--- config.mk ---
export PLATFORM = sky130hd
export DESIGN_NAME = binary_softmax_cross_entropy_core
export DESIGN_NICKNAME = d
export VERILOG_FILES = /design/src/design/bsce_pkg.sv /design/src/design/bsce_mul.sv /design/src/design/bsce_ctrl.sv /design/src/design/binary_softmax_cross_entropy_core.sv
export SDC_FILE = /design/constraint.sdc
export NUM_CORES = 2
export LEC_CHECK = 0
export ABC_AREA = 1
export BUFFER_PORTS_ARGS = -buffer_cell sky130_fd_sc_hd__buf_2
export CORE_MARGIN = 1
export CORE_UTILIZATION = 50
export DETAILED_ROUTE_END_ITERATION = 10
export GPL_TIMING_DRIVEN = 0
export HOLD_SLACK_MARGIN = 0.15
export PLACE_DENSITY = 0.65
export SLEW_MARGIN = 5
export SYNTH_ARGS = -nofsm -noshare
export SYNTH_HDL_FRONTEND = slang
export SYNTH_SLANG_ARGS = --single-unit
--- constraint.sdc ---
create_clock -name clk -period 25 [get_ports clk]
set_input_delay 0 -clock clk [delete_from_list [all_inputs] [get_ports clk]]
set_output_delay 0 -clock clk [all_outputs]
set_load 0.01 [all_outputs]
--- src/design/bsce_pkg.sv ---
// Shared types, constants and tables for the binary softmax cross-entropy core.
package bsce_pkg;

	localparam int MaxItems = 65536;
	localparam logic [14:0] Log10Of2 = 15'd19728;

	typedef struct packed {
		logic [15:0] prob_a;
		logic [15:0] prob_b;
		logic [15:0] item_loss;
		logic [15:0] grad_a;
		logic [15:0] grad_b;
		logic [15:0] mean_loss;
		logic        mean_valid;
		logic        saturated;
	} result_t;

	// e^-(2^(k-4)) in Q0.16 for exp argument bits 4..11
	function automatic logic [15:0] exp_const(input logic [2:0] k);
		logic [15:0] c;
		case (k)
			3'd0: c = 16'd61565;
			3'd1: c = 16'd57835;
			3'd2: c = 16'd51039;
			3'd3: c = 16'd39750;
			3'd4: c = 16'd24109;
			3'd5: c = 16'd8869;
			3'd6: c = 16'd1200;
			3'd7: c = 16'd22;
			default: c = 16'd0;
		endcase
		return c;
	endfunction

endpackage

--- src/design/bsce_mul.sv ---
// Shared unsigned multiplier used by every product step of the sequencer.
module bsce_mul (
	input  logic [20:0] op_a,
	input  logic [16:0] op_b,
	output logic [37:0] prod
);

	assign prod = 38'(op_a) * 38'(op_b);

endmodule

--- src/design/bsce_ctrl.sv ---
// Sequencer and datapath: exp, divide, normalize, log squarings, loss multiply, accumulate, mean.
module bsce_ctrl (
	input  logic               clk,
	input  logic               arst_n,
	input  logic               start,
	input  logic [15:0]        logit_a,
	input  logic [15:0]        logit_b,
	input  logic               true_class,
	input  logic               end_of_set,
	output logic               busy,
	output logic               done,
	input  logic               take,
	output bsce_pkg::result_t  result
);

	localparam logic [3:0] StIdle = 4'd0;
	localparam logic [3:0] StExp  = 4'd1;
	localparam logic [3:0] StDiv  = 4'd2;
	localparam logic [3:0] StNorm = 4'd3;
	localparam logic [3:0] StSqr  = 4'd4;
	localparam logic [3:0] StLoss = 4'd5;
	localparam logic [3:0] StAcc  = 4'd6;
	localparam logic [3:0] StDone = 4'd7;

	logic [3:0]  state_q;
	logic        neg_q, t_q, eos_q, sat_q, mdiv_q;
	logic [7:0]  xi_q;
	logic [2:0]  k_q;
	logic [16:0] v_q;
	logic [33:0] num_q;
	logic [17:0] den_q, rem_q;
	logic [5:0]  cnt_q;
	logic [16:0] pa_q, pb_q, f_q, y_q;
	logic [4:0]  sh_q;
	logic [3:0]  i_q;
	logic [15:0] frac_q, loss_q, mean_q;
	logic [31:0] sum_q;
	logic [16:0] count_q;

	logic [20:0] mul_a;
	logic [16:0] mul_b;
	logic [37:0] prod;

	logic [16:0] d, mag;
	logic [33:0] exp_rnd, sqr_rnd;
	logic [37:0] loss_rnd;
	logic [17:0] yn;
	logic [18:0] rem_sh;
	logic        ge;
	logic [16:0] s_val, pa_new, pb_new, ptrue;
	logic [20:0] l2;
	logic [32:0] sum_add;
	logic        cnt_ok, sum_ovf;
	logic [31:0] sum_new;
	logic [16:0] cnt_new;
	logic [17:0] gsum;
	logic [15:0] ga;

	bsce_mul u_mul (.op_a(mul_a), .op_b(mul_b), .prod(prod));

	always_comb begin
		case (state_q)
			StExp: begin
				mul_a = 21'(v_q);
				mul_b = 17'(bsce_pkg::exp_const(k_q));
			end
			StSqr: begin
				mul_a = 21'(y_q);
				mul_b = y_q;
			end
			StLoss: begin
				mul_a = l2;
				mul_b = 17'(bsce_pkg::Log10Of2);
			end
			default: begin
				mul_a = '0;
				mul_b = '0;
			end
		endcase
	end

	assign d = {logit_b[15], logit_b} - {logit_a[15], logit_a};
	assign mag = d[16] ? 17'd0 - d : d;

	assign exp_rnd = prod[33:0] + 34'd32768;
	assign rem_sh = {rem_q, num_q[33]};
	assign ge = rem_sh >= {1'b0, den_q};

	// quotient as it stands after the last divide step
	assign s_val = {num_q[15:0], ge};
	assign pa_new = neg_q ? 17'd65536 - s_val : s_val;
	assign pb_new = neg_q ? s_val : 17'd65536 - s_val;
	assign ptrue = t_q ? pa_new : pb_new;

	assign sqr_rnd = prod[33:0] + 34'd32768;
	assign yn = {prod[34] | sqr_rnd[33], sqr_rnd[32:16]};
	assign l2 = {sh_q, 16'd0} - 21'(frac_q);
	assign loss_rnd = prod + 38'd2097152;

	assign cnt_ok = count_q < 17'(bsce_pkg::MaxItems);
	assign sum_add = {1'b0, sum_q} + 33'(loss_q);
	assign sum_ovf = cnt_ok && sum_add[32];
	assign sum_new = !cnt_ok ? sum_q : (sum_add[32] ? 32'hFFFF_FFFF : sum_add[31:0]);
	assign cnt_new = cnt_ok ? count_q + 17'd1 : count_q;

	assign gsum = 18'(pa_q) + (t_q ? 18'd0 : 18'd65536) + 18'd128;
	assign ga = 16'(gsum[17:8]) - 16'd256;

	assign busy = state_q != StIdle;
	assign done = state_q == StDone;

	always_comb begin
		result.prob_a = pa_q[16] ? 16'hFFFF : pa_q[15:0];
		result.prob_b = pb_q[16] ? 16'hFFFF : pb_q[15:0];
		result.item_loss = loss_q;
		result.grad_a = ga;
		result.grad_b = 16'd0 - ga;
		result.mean_loss = eos_q ? mean_q : 16'd0;
		result.mean_valid = eos_q;
		result.saturated = sat_q;
	end

	always_ff @(posedge clk or negedge arst_n) begin
		if (!arst_n) begin
			state_q <= StIdle;
			sum_q <= '0;
			count_q <= '0;
		end else begin
			case (state_q)
				StIdle: begin
					if (start) begin
						neg_q <= d[16];
						xi_q <= (|mag[16:12]) ? 8'hFF : mag[11:4];
						t_q <= true_class;
						eos_q <= end_of_set;
						sat_q <= 1'b0;
						v_q <= 17'd65536;
						k_q <= '0;
						state_q <= StExp;
					end
				end
				StExp: begin
					if (xi_q[k_q]) begin
						v_q <= exp_rnd[32:16];
					end
					if (k_q == 3'd7) begin
						state_q <= StDiv;
					end
					k_q <= k_q + 3'd1;
				end
				StDiv: begin
					rem_q <= ge ? 18'(rem_sh - {1'b0, den_q}) : rem_sh[17:0];
					num_q <= {num_q[32:0], ge};
					cnt_q <= cnt_q + 6'd1;
					if (cnt_q == 6'd33) begin
						state_q <= mdiv_q ? StDone : (ptrue == 17'd0 ? StAcc : StNorm);
					end
				end
				StNorm: begin
					if (f_q[16]) begin
						y_q <= {1'b1, f_q[15:8], 8'd0};
						frac_q <= '0;
						i_q <= '0;
						state_q <= StSqr;
					end else begin
						f_q <= {f_q[15:0], 1'b0};
						sh_q <= sh_q + 5'd1;
					end
				end
				StSqr: begin
					if (yn[17]) begin
						y_q <= yn[17:1];
						frac_q[4'd15 - i_q] <= 1'b1;
					end else begin
						y_q <= yn[16:0];
					end
					i_q <= i_q + 4'd1;
					if (i_q == 4'd15) begin
						state_q <= StLoss;
					end
				end
				StLoss: begin
					loss_q <= loss_rnd[37:22];
					state_q <= StAcc;
				end
				StAcc: begin
					if (sum_ovf) begin
						sat_q <= 1'b1;
					end
					if (eos_q) begin
						sum_q <= '0;
						count_q <= '0;
						num_q <= {2'b0, sum_new} + 34'(cnt_new >> 1);
						den_q <= 18'(cnt_new);
						rem_q <= '0;
						cnt_q <= '0;
						mdiv_q <= 1'b1;
						state_q <= StDiv;
					end else begin
						sum_q <= sum_new;
						count_q <= cnt_new;
						state_q <= StDone;
					end
				end
				StDone: begin
					if (take) begin
						state_q <= StIdle;
					end
				end
				default: state_q <= StIdle;
			endcase

			if (state_q == StExp && k_q == 3'd7) begin
				num_q <= {1'b0, (xi_q[7] ? exp_rnd[32:16] : v_q), 16'd0}
					+ 34'((18'(xi_q[7] ? exp_rnd[32:16] : v_q) + 18'd65536) >> 1);
				den_q <= 18'(xi_q[7] ? exp_rnd[32:16] : v_q) + 18'd65536;
				rem_q <= '0;
				cnt_q <= '0;
				mdiv_q <= 1'b0;
			end
			if (state_q == StDiv && cnt_q == 6'd33) begin
				if (mdiv_q) begin
					mean_q <= (|num_q[32:15]) ? 16'hFFFF : {num_q[14:0], ge};
				end else begin
					pa_q <= pa_new;
					pb_q <= pb_new;
					f_q <= ptrue;
					sh_q <= '0;
					// zero probability: loss pinned at full scale
					if (ptrue == 17'd0) begin
						loss_q <= 16'hFFFF;
						sat_q <= 1'b1;
					end
				end
			end
		end
	end

endmodule

--- src/design/binary_softmax_cross_entropy_core.sv ---
// Top level: stream handshakes around the iterative loss sequencer, with an output register.
//
// Input transactions on s_axis carry two Q8.8 logits in tdata (logit_a low,
// logit_b high), the true class bit in tuser and the end-of-set mark in tlast.
// Each input transaction yields one output transaction on m_axis: tdata holds
// prob_a, prob_b, item_loss, grad_a, grad_b, mean_loss from the lowest bit up,
// tuser holds the saturation flag and tlast marks the mean loss as valid.
// Each item passes through these steps from acceptance until ready rises again:
// 8 exp steps, a 34-step divide, a normalizing shift loop, 16 log squarings,
// a loss multiply, an accumulate, the final state and the idle cycle. An
// end-of-set item adds a second 34-step divide for the mean; a zero
// true-class probability skips the normalize, log squaring and loss multiply steps.
// All products go through one shared multiplier and both divides through one
// shift-subtract unit, which sets the rate.
// s_axis_tready is high only while the sequencer is idle. A finished result
// sits in the output register while the next item is computed; a stalled
// receiver holds the sequencer in its final state until the register frees.
// Reset clears the running loss sum and item count and empties the output.
module binary_softmax_cross_entropy_core (
	input  logic        clk,
	input  logic        arst_n,
	input  logic        s_axis_tvalid,
	output logic        s_axis_tready,
	input  logic [31:0] s_axis_tdata,  // logit_a, logit_b
	input  logic        s_axis_tuser,  // true_class
	input  logic        s_axis_tlast,  // end_of_set
	output logic        m_axis_tvalid,
	input  logic        m_axis_tready,
	output logic [95:0] m_axis_tdata,  // prob_a, prob_b, item_loss, grad_a, grad_b, mean_loss
	output logic        m_axis_tuser,  // saturated
	output logic        m_axis_tlast   // mean_valid
);

	logic              busy, done, take;
	bsce_pkg::result_t res;
	bsce_pkg::result_t out_q;
	logic              vld_q;

	assign s_axis_tready = !busy;
	assign take = done && (!vld_q || m_axis_tready);

	bsce_ctrl u_ctrl (
		.clk        (clk),
		.arst_n     (arst_n),
		.start      (s_axis_tvalid && !busy),
		.logit_a    (s_axis_tdata[15:0]),
		.logit_b    (s_axis_tdata[31:16]),
		.true_class (s_axis_tuser),
		.end_of_set (s_axis_tlast),
		.busy       (busy),
		.done       (done),
		.take       (take),
		.result     (res)
	);

	always_ff @(posedge clk or negedge arst_n) begin
		if (!arst_n) begin
			vld_q <= 1'b0;
		end else if (take) begin
			vld_q <= 1'b1;
		end else if (m_axis_tready) begin
			vld_q <= 1'b0;
		end
	end

	always_ff @(posedge clk) begin
		if (take) begin
			out_q <= res;
		end
	end

	assign m_axis_tvalid = vld_q;
	assign m_axis_tdata = {out_q.mean_loss, out_q.grad_b, out_q.grad_a,
		out_q.item_loss, out_q.prob_b, out_q.prob_a};
	assign m_axis_tuser = out_q.saturated;
	assign m_axis_tlast = out_q.mean_valid;

endmodule
# --- Word-level counts from Yosys, hierarchy flattened ---
# Memory sizes are Yosys's and may differ from the RTL's. A register that Yosys moved wholly into a read port is not among the register bits.
# Index checks and enable logic that the tools add are counted.
op_classes:
  n_shift: 0
  reduce_logical: 30
  add_sub_neg: 22
  n_lt_le_gt_ge: 5
  div: 0
  eq_ne: 19
  muxes: 75
  multipliers: 1
  bitwise_logic: 3
op_table:
  columns: ["op", "count"]
  rows:
  - ["$mux 17", 17]
  - ["$mux 16", 6]
  - ["$mux 32", 3]
  - ["$mux 18", 5]
  - ["$mux 34", 2]
  - ["$pmux 17 s2", 2]
  - ["$pmux 34 s2", 1]
  - ["$add 32x16->33", 2]
  - ["$pmux 21 s3", 1]
  - ["$pmux 17 s3", 1]
  - ["$add 38x22->38 const B", 1]
  - ["$mul 21x17->38", 1]
  - ["$pmux 18 s2", 1]
  - ["$add 33x33->34", 1]
  - ["$add 34x16->34 const B", 1]
  - ["$mux 4", 8]
  - ["$pmux 16 s2", 1]
  - ["$pmux 4 s8", 1]
  - ["$reduce_and 3->1", 7]
  - ["$sub 21x16->21", 1]
  - ["$mux 5", 4]
  - ["$add 18x17->19 const B", 1]
  - ["$ge 19x18->1", 1]
  - ["$add 17x18->18", 1]
  - ["other kinds (51)", 85]
word_totals:
  out_inout_bits: 100
  rom_bits: 128
  input_bits: 38
  mem_bits_rw: 0
  word_cells: 189
  register_bits: 386
  latch_bits: 0
  mem_count: 1
mem_list:
  columns: ["name", "words", "word_bits", "rd", "rd_ports_with_merged_regs", "wr", "line_no", "text"]
  rows:
  - ["(no name shown)", 8, 16, 1, 1, 0, "bsce_pkg.sv:21", "case (k)"]

# --- Depth between registers and ports, before layout ---
depth:
  depth_word: 9
  mapped_depth: 59
  ltp_nobuf: 59

# --- Cells and area by module ---
# Synthesis repeated with hierarchy kept, for this count alone.
unflattened:
  cells_unflattened: 4686
  hier_area_um2: 36952.9
modules_own_cells:
  columns: ["module", "cells_each", "seq_area_each_um2", "instances", "area_each_um2"]
  rows:
  - ["bsce_ctrl", 2862, 8578.2, 1, 21614.5]
  - ["bsce_mul", 1717, 0.0, 1, 12335.6]
  - ["binary_softmax_cross_entropy_core", 107, 2967.8, 1, 3002.9]

# --- Worst setup path before layout ---
# OpenSTA, ideal clock, no wires.
synth_path:
  kind: "register -> register"
  startpoint: "register u_ctrl.frac_q[0]"
  endpoint: "register u_ctrl.frac_q[0], enable pin"
  setup_time_ns: 0.394
  path_buffers: 2
  required_time_ns: 24.606
  path_stages_with_launch: 49
  t_arrival_ns: 8.657
  path_slack_ns: 15.949
  period_less_slack_ns: 9.051
  cell_sequence: "edfxtp_1 inv_1 ha_1 inv_1 nor3_1 inv_1 nor2_1 nand2_1 nor2_1 nand2_1 nor2_1 nand3_1 nor3_2 nand3_1 a21oi_1 o21ai_0 nand2_1 clkbuf_1 (+13 left out) inv_2 nor2_4 nand3_2 nand4_1 nand2_2 inv_1 ha_1 inv_1 nor2_2 nand2_1 nor2_2 nand4_1 nor2_2 nand3_2 nand2_1 nand2_4 buf_6 a21oi_1"
synth_via:
  elab_chain_cells: 7
synth_rtl:
  columns: ["item", "line_no", "text"]
  rows:
  - ["start: declaration", "bsce_ctrl.sv:36", "logic [15:0] frac_q, loss_q, mean_q;"]
  - ["start signal: assignment", "bsce_ctrl.sv:162", "frac_q <= '0;"]
  - ["start signal: indexed assignment", "bsce_ctrl.sv:173", "frac_q[4'd15 - i_q] <= 1'b1;"]
  - ["$sub 21x16->21 (*)", "bsce_ctrl.sv:97", "assign l2 = {sh_q, 16'd0} - 21'(frac_q);"]
  - ["$pmux 21 s3 (*)", "bsce_ctrl.sv:62", "case (state_q)"]
  - ["$mul 21x17->38 (*)", "bsce_mul.sv:8", "assign prod = 38'(op_a) * 38'(op_b);"]
  - ["$add 34x16->34", null, null]
  - ["$or 1x1->1 (*)", "bsce_ctrl.sv:96", "assign yn = {prod[34] | sqr_rnd[33], sqr_rnd[32:16]};"]
  - ["$ne 2x1->1 (no line) (*)", null, null]
  - ["$reduce_and 4->1 (no line) (*)", null, null]
# Every way passes the cells marked *; elsewhere a longest branch is shown, timed or not.
# A chain may end at the register's enable or synchronous reset.

# --- Worst setup path in the final report ---
layout_path:
  startpoint: "register u_ctrl.state_q[1]"
  endpoint: "register u_ctrl.frac_q[13], enable pin"
layout_via:
  elab_chain_cells: 7
  elab_cells_between_ends: 13
  cone_classes: "add/sub: 1; mul: 1; eq/ne: 6; mux: 2; bitwise: 1; reduce/logical: 2"
layout_rtl:
  columns: ["item", "line_no", "text"]
  rows:
  - ["start: declaration", "bsce_ctrl.sv:25", "logic [3:0] state_q;"]
  - ["start signal: assignment", "bsce_ctrl.sv:125", "state_q <= StIdle;"]
  - ["start signal: assignment", "bsce_ctrl.sv:139", "state_q <= StExp;"]
  - ["start signal: assignment", "bsce_ctrl.sv:147", "state_q <= StDiv;"]
  - ["$eq 4x3->1, or another cell as far along", "bsce_ctrl.sv:62", null]
  - ["$pmux 21 s3 or $pmux 17 s3 (tied branches)", "bsce_ctrl.sv:62", null]
  - ["$mul 21x17->38", "bsce_mul.sv:8", null]
  - ["$add 34x16->34", null, null]
  - ["$or 1x1->1", "bsce_ctrl.sv:96", null]
  - ["$ne 2x1->1 (no line)", null, null]
  - ["$reduce_and 4->1 (no line) (*)", null, null]
# Marked as above.

==> impl_metrics.ini <==
[finish]
n_antenna_cell = 0
area_delta_synth_final_pct = 10.56
fin_nets = 5282
drive_above_1_share_pct = 8.403
postLayoutCoreUtil_pct = 55.87

[clock_tree]
cts_tree = built
path_clk_slew_ps = 60
hold_buffers = 14
post_cts_buffers = 0
clock-root-buffer = clkbuf_16
cts-buffers-inserted = 45
cts_max_level = 2
clock_path_buffers = 3
cts-resized-gates = 0
cts_sinks = 392
clkLatencyLatePin_ps = 600

[sta]
clock.fmax_ghz = 0.08870
fin_crit_sh_pct = 45.09
slew_headroom_pct = 18.20
rsz0062_at_grt = no
setup_viol_count_final = 0
report.final.slew_viol_count = 0
finClkSkew_ps = 16.51
worst_pin_slew_ps = 1214
hold_viol = 0
setup_ws_ps = 13730
finalCriticalPeriod_ps = 11270
setup_tns_ps = 0

[drt]
drt-initial-drc-count = 2793
viasPerCell = 5.367
wire_per_inst_um = 18.73
dr.pass1.iters = 6
drt_wl_total_mm = 107.4
drc = 0
vias = 30770
antenna_left = 0

[grt]
antenna_found_initial = 1
grt_pass1_vias = 29800
grt_use_total_pct = 29.51
grt_pass1_wl_mm = 168.5
grt_max_degree = 80
globalRouteOverflowTotal = 0

[synthesis]
synthDistinctLibCells = 66
syn_area_mm2 = 0.03619
yosysTopAreaCellShare_pct = 26.97
yosys_register_bits = 392
syn-instance-count = 4539
synth_ff_type = edfxtp_1
yosysSeqAreaShare_pct = 31.41
syn_avg_cell_area_um2 = 7.973
ys_async_sr_fraction_pct = 13.52
synth_area_leaders = edfxtp_1 (27%), fa_1 (16%), nand2_1 (11%)
ys_warn_count = 0
synthesis.nets = 5074
yosysTopAreaCell = edfxtp_1
synth_edf_count = 325

[worst_setup_path]
regToRegSetupSlack_ps = 13730
required_ps = 25210
crit_type = flop to flop
startpoint_type = flop
crit_path_end_kind = flop
crit_arrival_ps = 11480
reg2reg_to = u_ctrl.frac_q[13]$_SDFFCE_PP0P_
critPathMaxFanout = 16
cpPeakStageDelay_ps = 840
worstRegToRegCells = 36
r2r-start = u_ctrl.state_q[1]$_DFFE_PN0P_
worstSetupStartpoint = u_ctrl.state_q[1]$_DFFE_PN0P_
slowest_stage = o21ai_0

[die]
die_y_um = 271.0
core-area_mm2 = 0.07161
ios = 138
num_rows = 98
dieArea_mm2 = 0.07346
die_w_um = 271.0
start_util_pct = 50.54

[placed_design]
port_buffers = 137
place_hpwl_mm = 86.89
dp_slack_ps = 13940
gp_congestion = 0.9637

[hold_path]
worstHoldStart = s_axis_tdata[31]
min_to = u_ctrl.neg_q$_DFFE_PP_
whs_path_depth = 4
hold_class = input pin to flop

[power]
powerDensity_mw_per_mm2 = 113.9
leakage_uw = 0.01901
peakVddDrop_mv = 0.09080

[run]
cap_violations = 0

[status]
outcome = finished, final reports clean
-- placed cells by master (no fill, tap or decap), types with 40 or more instances in the layout --
master	count
dfrtp_1	53
nand3_1	241
o21ai_0	174
xor2_1	79
edfxtp_1	325
inv_1	884
nand4_1	42
clkbuf_1	99
nand2_1	1089
ha_1	211
nor3_1	42
nor2_1	366
buf_2	145
fa_1	286
o211ai_1	40
a21oi_1	176
clkbuf_16	45
-- metal layers --
layer  GRT usage [%]  vias to the layer above  part of all wire (%)
li1                -                    14810                     -
met1           42.96                    14670                    45
met2           45.38                     1116                    44
met3           4.642                      176                   7.8
met4           8.326                        0                   3.0
met5               0                        -                     0
-- sequential cells by signal, indices dropped and copies added (netlist names), 18 cells and up, named ones only --
name          flops
m_axis_tdata     90
u_ctrl.rem_q     18
u_ctrl.sum_q     32
u_ctrl.den_q     18
u_ctrl.num_q     34
-- metrics by stage --
stage	area, µm²	power (µW)	hold WS (ps)	std cells
2_1_floorplan	36190	2850	-295.6	4539
3_3_place_gp	38060	3774	178.4	5626
3_5_place_dp	38320	3802	-20.81	5636
4_1_cts	40010	4532	158.9	5734
5_1_grt	40010	4907	212.7	5734
6_report	40010	4558	164.1	5734
-- report_power, final --
group,total [µW],switching (µW),leakage [µW],internal (µW)
Clock,696,292,0.000741,404
Sequential,946,75.0,0.00385,871
Combinational,2920,2050,0.0144,862
-- worst max-delay path, delay by kind of cell (launching register included) --
kind	cells	cell delay [ps]
fa+ha+maj	9	4020
flops	1	400
simple gates	12	2040
buf+inv	10	2070
compound gates	5	2350
-- logic make-up after synthesis --
kind of cell	after synthesis	share of synthesized area (%)
AND/OR/NAND/NOR	1945	23.17
buffers and inverters	1052	11.03
AO/OA/AOI/OAI	551	8.809
adder cells (fa/ha/maj)	497	23.12
flip-flops	392	31.41
XOR/XNOR	101	2.444
multiplexers	1	0.02766
-- how the worst max path moves through the flow --
stage	to	depth (start not counted)
CTS	u_ctrl.frac_q[13]$_SDFFCE_PP0P_	36
floorplan	u_ctrl.frac_q[0]$_SDFFCE_PP0P_	48
global placement	u_ctrl.frac_q[15]$_SDFFCE_PP0P_	36
detailed placement	u_ctrl.frac_q[13]$_SDFFCE_PP0P_	36
global route	u_ctrl.frac_q[13]$_SDFFCE_PP0P_	37
finish	u_ctrl.frac_q[13]$_SDFFCE_PP0P_	36
-- cell usage after synthesis, types with 9 or more instances --
| library cell | count |
|---|---|
| a21oi_1 | 178 |
| a22oi_1 | 11 |
| a31oi_1 | 18 |
| and2_1 | 12 |
| buf_1 | 11 |
| buf_2 | 9 |
| clkbuf_1 | 92 |
| clkinv_1 | 20 |
| dfrtp_1 | 53 |
| dfxtp_1 | 14 |
| edfxtp_1 | 325 |
| fa_1 | 286 |
| ha_1 | 211 |
| inv_1 | 884 |
| inv_2 | 29 |
| nand2_1 | 1089 |
| nand2_2 | 28 |
| nand3_1 | 241 |
| nand3_2 | 10 |
| nand3b_1 | 15 |
| nand4_1 | 42 |
| nor2_1 | 370 |
| nor2_2 | 20 |
| nor2_4 | 12 |
| nor3_1 | 43 |
| nor4_1 | 11 |
| o211ai_1 | 40 |
| o21ai_0 | 174 |
| o21ai_1 | 27 |
| o22ai_1 | 38 |
| or2_2 | 29 |
| xnor2_1 | 22 |
| xor2_1 | 79 |
-- layout make-up --
class | count | area, µm²
Tap cell | 950 | 1189
Sequential cell | 392 | 11370
Multi-Input combinational cell | 3095 | 20880
Inverter | 933 | 3502
Fill cell | 6856 | 31600
Clock buffer | 53 | 1166
Buffer | 119 | 488.0
Timing Repair Buffer | 161 | 1039
Clock inverter | 31 | 382.9
Power figures use the tool's default switching activity.
